--- src/sv/json_scalar_lexer_assert.svh ---
// Assertion macros used by the lexer's top-level RTL file.
`ifndef JSON_SCALAR_LEXER_ASSERT_SVH
`define JSON_SCALAR_LEXER_ASSERT_SVH

// Same-cycle implication, checked on every clock edge outside reset.
`define JSL_ASSERT_NOW(label, ante, cons, msg) \
  label: assert property (@(posedge clk) disable iff (!rst_n) (ante) |-> (cons)) \
    else $error(msg);

// Next-cycle implication, checked on every clock edge outside reset.
`define JSL_ASSERT_NEXT(label, ante, cons, msg) \
  label: assert property (@(posedge clk) disable iff (!rst_n) (ante) |=> (cons)) \
    else $error(msg);

`endif

--- src/sv/jsl_pkg.sv ---
// Types and codes shared by the JSON scalar lexer modules.
package jsl_pkg;

  // Parse phases.
  localparam logic [2:0] PH_LEAD  = 3'd0;
  localparam logic [2:0] PH_LIT   = 3'd1;
  localparam logic [2:0] PH_NUM   = 3'd2;
  localparam logic [2:0] PH_STR   = 3'd3;
  localparam logic [2:0] PH_ESC   = 3'd4;
  localparam logic [2:0] PH_TRAIL = 3'd5;

  // Verdict status codes.
  localparam logic [2:0] ST_OK           = 3'd0;
  localparam logic [2:0] ST_EXPECT       = 3'd1;
  localparam logic [2:0] ST_INVALID      = 3'd2;
  localparam logic [2:0] ST_NOT_SINGULAR = 3'd3;
  localparam logic [2:0] ST_BAD_ESC      = 3'd4;
  localparam logic [2:0] ST_BAD_CHAR     = 3'd5;
  localparam logic [2:0] ST_NO_QUOTE     = 3'd6;

  // Value type codes.
  localparam logic [2:0] TY_NULL   = 3'd0;
  localparam logic [2:0] TY_FALSE  = 3'd1;
  localparam logic [2:0] TY_TRUE   = 3'd2;
  localparam logic [2:0] TY_NUMBER = 3'd3;
  localparam logic [2:0] TY_STRING = 3'd4;

  // One input item.
  typedef struct packed {
    logic [7:0] text_byte;
    logic       end_of_text;
  } in_item_t;

  // One result item.
  typedef struct packed {
    logic [7:0] data_byte;
    logic       data_valid;
    logic       verdict_valid;
    logic [2:0] status;
    logic [2:0] value_type;
  } out_item_t;

  // Parser state carried from one item to the next.
  typedef struct packed {
    logic [2:0] phase;
    logic [2:0] lit_pos;
    logic [1:0] lit_kind;
    logic [2:0] num_step;
    logic [2:0] found_type;
    logic       failed;
  } state_t;

  localparam state_t STATE_RESET = '{
    phase:      PH_LEAD,
    lit_pos:    3'd0,
    lit_kind:   2'd0,
    num_step:   3'd0,
    found_type: TY_NULL,
    failed:     1'b0
  };

endpackage

--- src/sv/jsl_step.sv ---
// Next-state and result logic of the lexer for one accepted byte.
module jsl_step (
  input  jsl_pkg::state_t    st,
  input  jsl_pkg::in_item_t  item,
  output jsl_pkg::state_t    st_nxt,
  output logic               res_vld,
  output jsl_pkg::out_item_t res
);
  import jsl_pkg::*;

  localparam logic [3:0] NUM_REJECT = 4'd8;

  // Number grammar: 0 after minus, 1 after leading zero, 2 integer digits,
  // 3 after point, 4 fraction digits, 5 after e, 6 after exponent sign,
  // 7 exponent digits.
  function automatic logic [3:0] num_next(input logic [2:0] s, input logic [7:0] b);
    logic dig;
    logic dot;
    logic expo;
    logic [3:0] n;
    dig  = (b >= 8'h30) && (b <= 8'h39);
    dot  = (b == 8'h2E);
    expo = (b == 8'h65) || (b == 8'h45);
    n    = NUM_REJECT;
    case (s)
      3'd0: n = (b == 8'h30) ? 4'd1 : dig ? 4'd2 : NUM_REJECT;
      3'd1: n = dot ? 4'd3 : expo ? 4'd5 : NUM_REJECT;
      3'd2: n = dig ? 4'd2 : dot ? 4'd3 : expo ? 4'd5 : NUM_REJECT;
      3'd3: n = dig ? 4'd4 : NUM_REJECT;
      3'd4: n = dig ? 4'd4 : expo ? 4'd5 : NUM_REJECT;
      3'd5: n = ((b == 8'h2B) || (b == 8'h2D)) ? 4'd6 : dig ? 4'd7 : NUM_REJECT;
      3'd6: n = dig ? 4'd7 : NUM_REJECT;
      default: n = dig ? 4'd7 : NUM_REJECT;
    endcase
    return n;
  endfunction

  function automatic logic num_terminal(input logic [2:0] s);
    return (s == 3'd1) || (s == 3'd2) || (s == 3'd4) || (s == 3'd7);
  endfunction

  function automatic logic is_ws(input logic [7:0] b);
    return (b == 8'h20) || (b == 8'h09) || (b == 8'h0A) || (b == 8'h0D);
  endfunction

  // Characters of the literals null, false and true; zero past the end.
  function automatic logic [7:0] lit_char(input logic [1:0] k, input logic [2:0] p);
    logic [7:0] c;
    c = 8'h00;
    unique case (k)
      2'd1: begin
        case (p)
          3'd0: c = 8'h66;
          3'd1: c = 8'h61;
          3'd2: c = 8'h6C;
          3'd3: c = 8'h73;
          3'd4: c = 8'h65;
          default: c = 8'h00;
        endcase
      end
      2'd2: begin
        case (p)
          3'd0: c = 8'h74;
          3'd1: c = 8'h72;
          3'd2: c = 8'h75;
          3'd3: c = 8'h65;
          default: c = 8'h00;
        endcase
      end
      default: begin
        case (p)
          3'd0: c = 8'h6E;
          3'd1: c = 8'h75;
          3'd2: c = 8'h6C;
          3'd3: c = 8'h6C;
          default: c = 8'h00;
        endcase
      end
    endcase
    return c;
  endfunction

  function automatic out_item_t mk_verdict(input logic [2:0] s, input logic [2:0] t);
    out_item_t r;
    r               = '0;
    r.verdict_valid = 1'b1;
    r.status        = s;
    r.value_type    = (s == ST_OK) ? t : TY_NULL;
    return r;
  endfunction

  function automatic out_item_t mk_data(input logic [7:0] b);
    out_item_t r;
    r            = '0;
    r.data_byte  = b;
    r.data_valid = 1'b1;
    return r;
  endfunction

  logic [7:0] b;
  logic       doc_end;
  logic [3:0] n_step;
  logic [3:0] n_first;
  logic [1:0] k;
  logic [2:0] k_len;
  logic [2:0] pos_inc;

  assign b       = item.text_byte;
  assign doc_end = item.end_of_text || (b == 8'h00);
  assign n_step  = num_next(st.num_step, b);
  assign n_first = num_next(3'd0, b);
  assign k       = (st.lit_kind == 2'd3) ? 2'd0 : st.lit_kind;
  assign k_len   = (k == 2'd1) ? 3'd5 : 3'd4;
  assign pos_inc = st.lit_pos + 3'd1;

  // One step of the parser.
  always_comb begin
    st_nxt  = st;
    res_vld = 1'b0;
    res     = '0;
    if (doc_end) begin
      // End of document: verdict unless one went out already, then rearm.
      st_nxt  = STATE_RESET;
      res_vld = !st.failed;
      unique case (st.phase)
        PH_LIT:   res = mk_verdict(ST_INVALID, TY_NULL);
        PH_NUM:   res = num_terminal(st.num_step) ? mk_verdict(ST_OK, TY_NUMBER)
                                                  : mk_verdict(ST_INVALID, TY_NULL);
        PH_STR:   res = mk_verdict(ST_NO_QUOTE, TY_NULL);
        PH_ESC:   res = mk_verdict(ST_BAD_ESC, TY_NULL);
        PH_TRAIL: res = mk_verdict(ST_OK, st.found_type);
        default:  res = mk_verdict(ST_EXPECT, TY_NULL);
      endcase
    end else if (!st.failed) begin
      unique case (st.phase)
        PH_LIT: begin
          if ((st.lit_pos >= k_len) || (b != lit_char(k, st.lit_pos))) begin
            res_vld = 1'b1;
            res     = mk_verdict(ST_INVALID, TY_NULL);
          end else begin
            st_nxt.lit_pos = pos_inc;
            if (pos_inc == k_len) begin
              st_nxt.found_type = {1'b0, k};
              st_nxt.phase      = PH_TRAIL;
            end
          end
        end
        PH_NUM: begin
          if (n_step != NUM_REJECT) begin
            st_nxt.num_step = n_step[2:0];
            res_vld         = 1'b1;
            res             = mk_data(b);
          end else if (num_terminal(st.num_step)) begin
            // The number ends here; this byte counts as trailing text.
            st_nxt.found_type = TY_NUMBER;
            st_nxt.phase      = PH_TRAIL;
            if (!is_ws(b)) begin
              res_vld = 1'b1;
              res     = mk_verdict(ST_NOT_SINGULAR, TY_NULL);
            end
          end else begin
            res_vld = 1'b1;
            res     = mk_verdict(ST_INVALID, TY_NULL);
          end
        end
        PH_STR: begin
          if (b == 8'h22) begin
            st_nxt.found_type = TY_STRING;
            st_nxt.phase      = PH_TRAIL;
          end else if (b == 8'h5C) begin
            st_nxt.phase = PH_ESC;
          end else if (b < 8'h20) begin
            res_vld = 1'b1;
            res     = mk_verdict(ST_BAD_CHAR, TY_NULL);
          end else begin
            res_vld = 1'b1;
            res     = mk_data(b);
          end
        end
        PH_ESC: begin
          res_vld      = 1'b1;
          st_nxt.phase = PH_STR;
          unique case (b)
            8'h22:   res = mk_data(8'h22);
            8'h5C:   res = mk_data(8'h5C);
            8'h2F:   res = mk_data(8'h2F);
            8'h62:   res = mk_data(8'h08);
            8'h66:   res = mk_data(8'h0C);
            8'h6E:   res = mk_data(8'h0A);
            8'h72:   res = mk_data(8'h0D);
            8'h74:   res = mk_data(8'h09);
            default: begin
              st_nxt.phase = PH_ESC;
              res          = mk_verdict(ST_BAD_ESC, TY_NULL);
            end
          endcase
        end
        PH_TRAIL: begin
          if (!is_ws(b)) begin
            res_vld = 1'b1;
            res     = mk_verdict(ST_NOT_SINGULAR, TY_NULL);
          end
        end
        default: begin
          // Leading whitespace, then the first byte of the value.
          st_nxt.phase = PH_LEAD;
          if (is_ws(b)) begin
            res_vld = 1'b0;
          end else if ((b == 8'h6E) || (b == 8'h66) || (b == 8'h74)) begin
            st_nxt.lit_kind = (b == 8'h6E) ? 2'd0 : (b == 8'h66) ? 2'd1 : 2'd2;
            st_nxt.lit_pos  = 3'd1;
            st_nxt.phase    = PH_LIT;
          end else if (b == 8'h22) begin
            st_nxt.phase = PH_STR;
          end else if (b == 8'h2D) begin
            st_nxt.num_step = 3'd0;
            st_nxt.phase    = PH_NUM;
            res_vld         = 1'b1;
            res             = mk_data(b);
          end else if (n_first == NUM_REJECT) begin
            res_vld = 1'b1;
            res     = mk_verdict(ST_INVALID, TY_NULL);
          end else begin
            st_nxt.num_step = n_first[2:0];
            st_nxt.phase    = PH_NUM;
            res_vld         = 1'b1;
            res             = mk_data(b);
          end
        end
      endcase
      // Any verdict closes the document until the end item.
      if (res_vld && res.verdict_valid) begin
        st_nxt.failed = 1'b1;
      end
    end
  end

endmodule

--- src/sv/jsl_outq.sv ---
// Two-entry output queue that decouples result delivery from byte intake.
module jsl_outq (
  input  logic               clk,
  input  logic               rst_n,
  input  logic               push,
  input  jsl_pkg::out_item_t push_item,
  output logic               full,
  output logic               out_valid,
  input  logic               out_ready,
  output jsl_pkg::out_item_t out_item
);
  import jsl_pkg::*;

  logic [1:0] cnt_r;
  logic [1:0] cnt_nxt;
  out_item_t  head_r;
  out_item_t  tail_r;
  logic       pop;

  assign out_valid = (cnt_r != 2'd0);
  assign full      = (cnt_r == 2'd2);
  assign out_item  = head_r;
  assign pop       = out_valid && out_ready;

  // Occupancy count.
  always_comb begin
    cnt_nxt = cnt_r;
    if (push && !pop) begin
      cnt_nxt = cnt_r + 2'd1;
    end else if (pop && !push) begin
      cnt_nxt = cnt_r - 2'd1;
    end
  end

  always_ff @(posedge clk) begin
    if (!rst_n) begin
      cnt_r <= 2'd0;
    end else begin
      cnt_r <= cnt_nxt;
    end
  end

  // Entry storage: the head is what the output shows.
  always_ff @(posedge clk) begin
    if (cnt_r == 2'd2) begin
      if (pop) begin
        head_r <= tail_r;
      end
    end else if (cnt_r == 2'd1) begin
      if (push && pop) begin
        head_r <= push_item;
      end else if (push) begin
        tail_r <= push_item;
      end
    end else if (push) begin
      head_r <= push_item;
    end
  end

endmodule

--- src/sv/json_scalar_lexer.sv ---
// Top level of the streaming JSON scalar lexer.
//
//  Channel | Handshake           | Payload
//  --------+---------------------+-------------------------------------------
//  in      | in_valid / in_ready | in_item: text_byte, end_of_text
//  out     | out_valid/out_ready | out_item: data_byte, data_valid,
//          |                     |           verdict_valid, status, value_type
//
// One byte is taken every cycle while in_ready is high; the parser state
// register closes the parser's only loop; each byte's result is written
// into the output queue as the byte is accepted. A two-entry output queue
// holds results; in_ready falls only while both entries wait, and a byte
// that gives no result still needs a free entry. Synchronous active-low
// reset returns the parser to leading whitespace and empties the queue.
module json_scalar_lexer (
  input  logic               clk,
  input  logic               rst_n,
  input  logic               in_valid,
  output logic               in_ready,
  input  jsl_pkg::in_item_t  in_item,
  output logic               out_valid,
  input  logic               out_ready,
  output jsl_pkg::out_item_t out_item
);
  import jsl_pkg::*;

`include "json_scalar_lexer_assert.svh"

  state_t    state_r;
  state_t    state_nxt;
  logic      res_vld;
  out_item_t res;
  logic      q_full;
  logic      in_fire;

  assign in_ready = !q_full;
  assign in_fire  = in_valid && in_ready;

  // Parser step for the byte on the input.
  jsl_step u_step (
    .st     (state_r),
    .item   (in_item),
    .st_nxt (state_nxt),
    .res_vld(res_vld),
    .res    (res)
  );

  // Parser state register.
  always_ff @(posedge clk) begin
    if (!rst_n) begin
      state_r <= STATE_RESET;
    end else if (in_fire) begin
      state_r <= state_nxt;
    end
  end

  // Result queue.
  jsl_outq u_outq (
    .clk      (clk),
    .rst_n    (rst_n),
    .push     (in_fire && res_vld),
    .push_item(res),
    .full     (q_full),
    .out_valid(out_valid),
    .out_ready(out_ready),
    .out_item (out_item)
  );

  // An end item always rearms the parser.
  `JSL_ASSERT_NEXT(a_end_rearms, in_fire && in_item.end_of_text, state_r == STATE_RESET, "end item did not rearm parser")

  // Once a verdict is out, ordinary bytes give no result.
  `JSL_ASSERT_NOW(a_quiet_after_verdict, state_r.failed && !in_item.end_of_text && (in_item.text_byte != 8'h00), !res_vld, "result after verdict")

  // A verdict from an ordinary byte closes the document.
  `JSL_ASSERT_NEXT(a_verdict_closes, in_fire && res_vld && res.verdict_valid && !in_item.end_of_text && (in_item.text_byte != 8'h00), state_r.failed, "verdict did not close document")

  // After a result is queued, the queue shows a valid output in the next cycle.
  `JSL_ASSERT_NEXT(a_result_shown, in_fire && res_vld, out_valid, "queued result not shown")

endmodule
--- config.mk ---
export PLATFORM = sky130hd
export DESIGN_NAME = json_scalar_lexer
export DESIGN_NICKNAME = d
export VERILOG_FILES = /design/src/sv/jsl_pkg.sv /design/src/sv/jsl_step.sv /design/src/sv/jsl_outq.sv /design/src/sv/json_scalar_lexer.sv
export VERILOG_INCLUDE_DIRS = /design/src /design/src/sv
export SDC_FILE = /design/constraint.sdc
export NUM_CORES = 1
export LEC_CHECK = 0
export BUFFER_PORTS_ARGS = -buffer_cell sky130_fd_sc_hd__buf_2
export CAP_MARGIN = 5
export CORE_MARGIN = 5
export CORE_UTILIZATION = 44
export DETAILED_ROUTE_END_ITERATION = 12
export PLACE_DENSITY_LB_ADDON = 0.08
export RECOVER_POWER = 100
export SYNTH_ARGS = -nofsm -noshare
export SYNTH_HDL_FRONTEND = slang
export SYNTH_SLANG_ARGS = --single-unit
--- constraint.sdc ---
create_clock -name clk -period 5.4 [get_ports clk]
set_input_delay 0 -clock clk [delete_from_list [all_inputs] [get_ports clk]]
set_output_delay 0 -clock clk [all_outputs]
set_load 0.02 [all_outputs]
* Yosys cells after proc, flatten, opt, wreduce, memory -nomap -nowiden
Index checks and enable logic that the tools add are counted.
Word-level totals: input port bits 13, register bits 49, memory bits (writable) 0, logic and storage cells 226, latch bits 0, ROM bits 0, memories kept 0, output and inout bits 18
Operators by class: add/sub/neg operators 3, mux-type cells 93, eq/ne operators 62, divide/modulo/power cells 0, shift operators 0, $mul 0, bitwise logic cells 2, reductions and logical operators 45, $lt $le $gt $ge 4
Operators with widths (number):
- $mux W16 | 19
- $pmux W16 S5 | 2
- $pmux W15 S8 | 1
- $eq A8 B7 Y1 const B | 8
- $mux W3 | 19
- $eq A8 B6 Y1 const B | 7
- $mux W4 | 9
- $pmux W7 S5 | 1
- $mux W15 | 2
- $pmux W7 S4 | 1
- $eq A8 B4 Y1 const B | 3
- $mux W8 | 3
- $pmux W4 S6 | 1
- $reduce_and A8 Y1 | 3
- $pmux W7 S3 | 1
- $eq A3 B2 Y1 const B | 6
- $eq A3 B3 Y1 const B | 6
- $ne A3 B2 Y1 const B | 6
- $pmux W8 S2 | 1
- $mux W1 | 15
- $pmux W3 S5 | 1
- $mux W2 | 7
- $mux W7 | 2
- $ne A2 B1 Y1 const B | 7
- 41 further kinds | 78

* Longest topological paths before layout
depth in word-level cells 20, gate-level depth with buffers 16, mapped depth without buffers 15

* Cells and area by module
Synthesis repeated with hierarchy kept, for this count alone.
Unflattened totals: cells, all modules 497, area total of the unflattened synthesis 4272.8 sq um
By module, submodules not included:
- jsl_step | times used 1, seq. area each 0.0 sq um, cells each 356, area an instance 2227.1 sq um
- jsl_outq | times used 1, seq. area each 1001.0 sq um, cells each 73, area an instance 1416.4 sq um
- json_scalar_lexer | times used 1, seq. area each 300.3 sq um, cells each 68, area an instance 629.4 sq um

* Worst setup path after synthesis
Ideal clock, no wire load.
path type reg2reg, start register state_r[7] (netlist bit), end register u_outq.tail_r[0] (netlist bit) (enable), cell stages (with the launch flop) 14, slack 1.988 ns, setup time 0.374 ns, data required time 5.026 ns, path buffers 1, period minus slack after synthesis 3.412 ns, data arrival time 3.038 ns, cells stage by stage dfxtp_1 > inv_1 > ha_1 > clkbuf_1 > or2_2 > a32oi_2 > a211oi_1 > a2111oi_0 > a31oi_1 > o21ai_0 > a21oi_1 > ha_1 > nor2_1 > and3_1
On the way: cells in the longest elaborated chain, start to end 19, elaborated cells on any way between the ends 22, those cells by class 1 x order compare; 4 x eq/ne; 12 x mux; 1 x bitwise; 4 x reduce/logical
RTL lines:
- start: declaration | RTL line json_scalar_lexer.sv:29 | state_t state_r;
- start signal: assignment | RTL line json_scalar_lexer.sv:53 | state_r <= state_nxt;
- $eq A2 B2 Y1 | RTL line jsl_step.sv:112 | assign k = (st.lit_kind == 2'd3) ? 2'd0 : st.lit_kind;
- $mux W2 (*) | RTL line jsl_step.sv:112
- $eq A2 B2 Y1 or $eq A2 B1 Y1 (tied branches) | RTL line jsl_step.sv:50, jsl_step.sv:113
- $pmux W8 S2 | RTL line jsl_step.sv:50 | unique case (k)
- $mux W8 | RTL line jsl_step.sv:135 | unique case (st.phase)
- $mux W8 | RTL line jsl_step.sv:134 | end else if (!st.failed) begin
- $mux W8 | RTL line jsl_step.sv:121 | if (doc_end) begin
- $ne A8 B8 Y1 | RTL line jsl_step.sv:137 | if ((st.lit_pos >= k_len) || (b != lit_char(k, st.lit_pos))) begin
- [3 not listed]
- $mux W1 (*) | RTL line jsl_step.sv:134
- $mux W1 (*) | RTL line jsl_step.sv:121
- $mux W1 (*) | RTL line jsl_step.sv:134
- $mux W1 (*) | RTL line jsl_step.sv:121
- $logic_and A1 B1 Y1 (*) | RTL line json_scalar_lexer.sv:61 | .push (in_fire && res_vld),
- $logic_and A1 B1 Y1 | RTL line jsl_outq.sv:50 | if (push && pop) begin
- $not A1 Y1 (no line)
- $reduce_and A4 Y1 (no line) (*)
- end signal: assignment | RTL line jsl_outq.sv:53 | tail_r <= push_item;
- end: declaration | RTL line jsl_outq.sv:17 | out_item_t tail_r;
Mark *: on every way between the ends. The rest lies on a longest branch, timed or not. The select of a mux whose other input is x is not followed. A chain may end at the register's enable or synchronous reset.

* Final worst setup path
start register state_r[11] (netlist bit), end register u_outq.head_r (netlist bit u_outq.out_item[9]) (enable)
On the way: cells in the longest elaborated chain, start to end 19, elaborated cells on any way between the ends 27, those cells by class 1 x order compare; 6 x eq/ne; 13 x mux; 7 x reduce/logical
RTL lines:
- $eq A3 B2 Y1 | RTL line jsl_step.sv:52, jsl_step.sv:62, jsl_step.sv:71
- $reduce_or A2 Y1 (no line)
- $pmux W7 S3 | RTL line jsl_step.sv:71 | case (p)
- $pmux W8 S2 | RTL line jsl_step.sv:50
- $mux W8 | RTL line jsl_step.sv:135
- $mux W8 | RTL line jsl_step.sv:134
- $mux W8 | RTL line jsl_step.sv:121
- $ne A8 B8 Y1 | RTL line jsl_step.sv:137
- [3 not listed]
- $mux W1 (*) | RTL line jsl_step.sv:134
- $mux W1 (*) | RTL line jsl_step.sv:121
- $mux W1 (*) | RTL line jsl_step.sv:134
- $mux W1 (*) | RTL line jsl_step.sv:121
- $logic_and A1 B1 Y1 (*) | RTL line json_scalar_lexer.sv:61
- $logic_and A1 B1 Y1 | RTL line jsl_outq.sv:50
- $ne A3 B3 Y1 (no line)
- $reduce_and A3 Y1 (no line) (*)
- end signal: assignment | RTL line jsl_outq.sv:47 | head_r <= tail_r;
- end signal: assignment | RTL line jsl_outq.sv:51 | head_r <= push_item;
- end signal: assignment | RTL line jsl_outq.sv:56 | head_r <= push_item;
- end: declaration | RTL line jsl_outq.sv:16 | out_item_t head_r;
Marked as above.

==> summary.txt <==
Floorplanning
  – Row count: 35
  – Core Area: 9065 um^2
  – Starting density of the core: 0.4440
  – Die span in x: 105.6 um
  – Die Area: 11160 um^2
  – Boundary pin count: 31
  – Chip Height: 105.6 um

Place
  – RD Place Congestion: 0.9138
  – IO Port Bufs: 30
  – Post-DP HPWL: 8096 um

Synthesis
  – Post-synth top area cell: edfxtp_1
  – Netlist Area Pre-Place: 4025 um^2
  – Synthesis-stage register bit count: 49
  – Syn Nets: 517
  – FFs w/ async S/R, synth: 0
  – Area contributors post-synth: edfxtp_1 24%, dfxtp_1 8.5%, nand2_1 5.0%, ha_1 4.4%, nor2_1 3.5%
  – Seq/Total Area, Yosys: 0.3233
  – Avg Cell Area, Syn: 8.215 um^2
  – Post-Synthesis Cells: 490
  – EDFF count, synth: 32
  – Yosys warnings: 0
  – Synth cell types: 73
  – Post-synth top flop: edfxtp_1
  – Yosys top cell area share: 0.2387

Clock network
  – Root Buffer: clkbuf_8
  – Sinks on the clock net: 49
  – Clk Latency, worst-skew pair: 300 ps
  – Hold_buf cts: 0
  – Postcts setup bufs: 0
  – Max H-tree Level: 2
  – TritonCTS Buffers: 5
  – Post-CTS sizing: 0
  – Clock Path Buffers: 2
  – Clk pin slew, worst setup/hold paths: 90 ps
  – CTS tree: done

GRT
  – Overflow after GRT: 0
  – Initial antenna violation count: 0
  – Number of global-route vias before repair: 3457
  – Largest net degree at the start of global routing: 25
  – GRT Overall Usage: 0.1949
  – First-pass GRT wire length: 17770 um

Critical path
  – WP data arrival: 4100 ps
  – Critical Path Sink Type: flip-flop
  – Crit path cell chain: inv_1 -> ha_1 -> nor4_1 -> nor3_1 -> a311oi_1 -> a211oi_1 -> a31oi_1 -> o21ai_0 -> a21oi_1 -> ha_1 -> nor2_1 -> nand2_1 -> o221a_1
  – Critical Path Start: state_r[11]
  – Startpoint Class: flip-flop
  – Delay of the slowest critical-path stage: 650 ps
  – Cell mode on critical path: ha_1
  – Crit path kind: flip-flop to flip-flop
  – Worst path slowest cell: o221a_1
  – RR Startpoint: state_r[11]
  – Crit path max fanout: 16
  – Critical Path RT: 5330 ps
  – R2r setup slk: 1230 ps

Final layout
  – Fillers: 887
  – Fraction of layout cells with a size suffix above 1: 0.08300
  – NumNets Final: 520
  – Area Growth Syn to Fin: 6.341%
  – Diode count: 0

Timing
  – Setup TNS: 0 ps
  – Clock Skew: 10.69 ps
  – Maximum clock frequency: 0.2398 GHz
  – Worst-Margin Slew: 1008 ps
  – Slew Limit Fails: 0
  – Hold_ws: 119.8 ps
  – Setup repair after global routing missed its margin: false
  – Final worst path period need: 4171 ps
  – Final period util: 0.7723
  – Final setup viols: 0
  – Slew HR: 0.3189
  – Final Hold Viols: 0

Route
  – Routed len/inst: 17.94 um
  – Metal1 wirelength: 4982 um
  – Final ANT Viol Nets: 0
  – Drt drc: 0
  – WL met3: 546 um
  – Vias per cell: 6.177
  – DR pass1 iterations: 5
  – Met2 wire length: 5151 um
  – Routed Wire Length: 10860 um
  – Uppermost layer routed: met4
  – DR iter-0 viols: 238
  – Vias: 3737

Pwr
  – Sw Ratio: 0.3491
  – PD cells: 287.6 nW/um^2
  – Net Switching: 429.7 uW
  – Share of total power in sequential cells: 0.434
  – Worst vdd ir: 0.1842 mV
  – Cell internal pwr: 801.2 uW
  – Static Leak: 1.479 nW
  – Total power: 1.231 mW
  – Combinational Power Share: 0.312
  – Clk pwr share: 0.255

Job
  – Max_cap viols: 0

Worst hold path
  – Tightest Hold Check Type: input pin to flip-flop
  – Start point of the worst hold path: rst_n

Outcome
  – Status: complete, no violations
[power groups by stage]
| stage | clock [mW] | sequential [mW] | combinational, mW |
|---|---|---|---|
| after floorplan | 0 | 0.619 | 0.210 |
| after global placement | 0 | 0.538 | 0.408 |
| after detailed placement | 0 | 0.541 | 0.406 |
| after CTS | 0.321 | 0.532 | 0.408 |
| after global routing | 0.339 | 0.543 | 0.422 |
| final | 0.314 | 0.534 | 0.383 |
[state kept, by name (all words and copies together) (netlist names)]
signal,count
u_outq.out_item,16
u_outq.cnt_r,2
u_outq.tail_r,16
state_r,15
[final cells by class]
cell class                      instances  area, um^2  share of cell area
Timing Repair Buffer                   31       133.9             0.03128
Multi-Input combinational cell        384        2486              0.5808
Sequential cell                        49        1301              0.3040
Clock inverter                          3       68.82             0.01608
Tap cell                              111       138.9             0.03245
Clock buffer                            5       68.82             0.01608
Inverter                               22       82.58             0.01929
[stage by stage]
step	area (um^2)	utilization	std cells	setup slack, ps
final	4280	0.4722	605	1229
after global routing	4280	0.4722	605	788.4
after CTS	4312	0.4756	605	1323
after detailed placement	4174	0.4605	597	1342
after global placement	4174	0.4605	597	1485
after floorplan	4025	-	490	1988
[routing by layer]
layer | vias up | GRT usage
met3 | 13 | 0.02572
li1 | 1848 | -
met5 | - | 0
met2 | 110 | 0.3306
met1 | 1766 | 0.2669
met4 | 0 | 0.03793
[logic make-up after synthesis]
family / count (synthesis) / synth area share
buffers and inverters: 57 / 0.05720
multiplexers: 19 / 0.05005
AND/OR/NAND/NOR: 205 / 0.2714
AO/OA/AOI/OAI: 139 / 0.2394
flip-flops: 49 / 0.3233
XOR/XNOR: 7 / 0.01523
adder cells (fa/ha/maj): 14 / 0.04352
[path summary, 6_finish.rpt]
path | to | depth (start not counted)
max | u_outq.out_item[9] | 13
min reg2reg | state_r[3] | 2
max reg2reg | u_outq.out_item[9] | 13
min | state_r[3] | 3
[Yosys cell counts, types with 4 or more instances]
cell / instances
o211ai_1: 4
nor2_1: 38
nor2b_1: 9
o31ai_1: 15
a21oi_1: 26
ha_1: 14
nand2b_1: 15
dfxtp_1: 17
o21ai_0: 22
nand3b_1: 7
a211oi_1: 10
buf_2: 10
a31oi_1: 13
clkbuf_1: 23
mux2_2: 9
nand3_1: 15
mux2i_1: 10
or4_1: 4
xor2_1: 4
nor3_1: 21
o21a_1: 5
edfxtp_1: 32
nand2_1: 54
o22ai_1: 4
and2_1: 6
nor4_1: 4
inv_1: 22
and3_1: 4
[worst max-delay path, delay by kind of cell (launching register included)]
kind,cells,cell delay [ps]
flops,1,540
fa+ha+maj,2,540
buf+inv,1,160
compound gates,6,1980
simple gates,4,570
[layout by cell type (no fill, tap or decap), types with 3 or more instances in the layout]
master / netlist / layout
nand2_1: 54 / 54
nor2_1: 38 / 38
edfxtp_1: 32 / 32
a21oi_1: 26 / 26
o21ai_0: 22 / 23
inv_1: 22 / 22
nor3_1: 21 / 21
clkbuf_1: 23 / 19
dfxtp_1: 17 / 17
o31ai_1: 15 / 15
nand2b_1: 15 / 15
nand3_1: 15 / 15
ha_1: 14 / 14
a31oi_1: 13 / 13
buf_2: 10 / 11
a211oi_1: 10 / 10
mux2i_1: 10 / 10
nor2b_1: 9 / 9
mux2_2: 9 / 9
nand3b_1: 7 / 7
and2_1: 6 / 5
o21a_1: 5 / 5
clkbuf_8: 0 / 5
nor4_1: 4 / 4
a2111oi_0: 2 / 4
xor2_1: 4 / 4
o22ai_1: 4 / 4
or4_1: 4 / 4
and3_1: 4 / 4
o211ai_1: 4 / 4
or4b_1: 3 / 3
nand4_1: 3 / 3
o2111ai_1: 3 / 3
or2_2: 3 / 3
or3_1: 3 / 3
o311a_1: 3 / 3
xnor2_1: 3 / 3
Note: power is estimated with default switching activity, not from simulation.
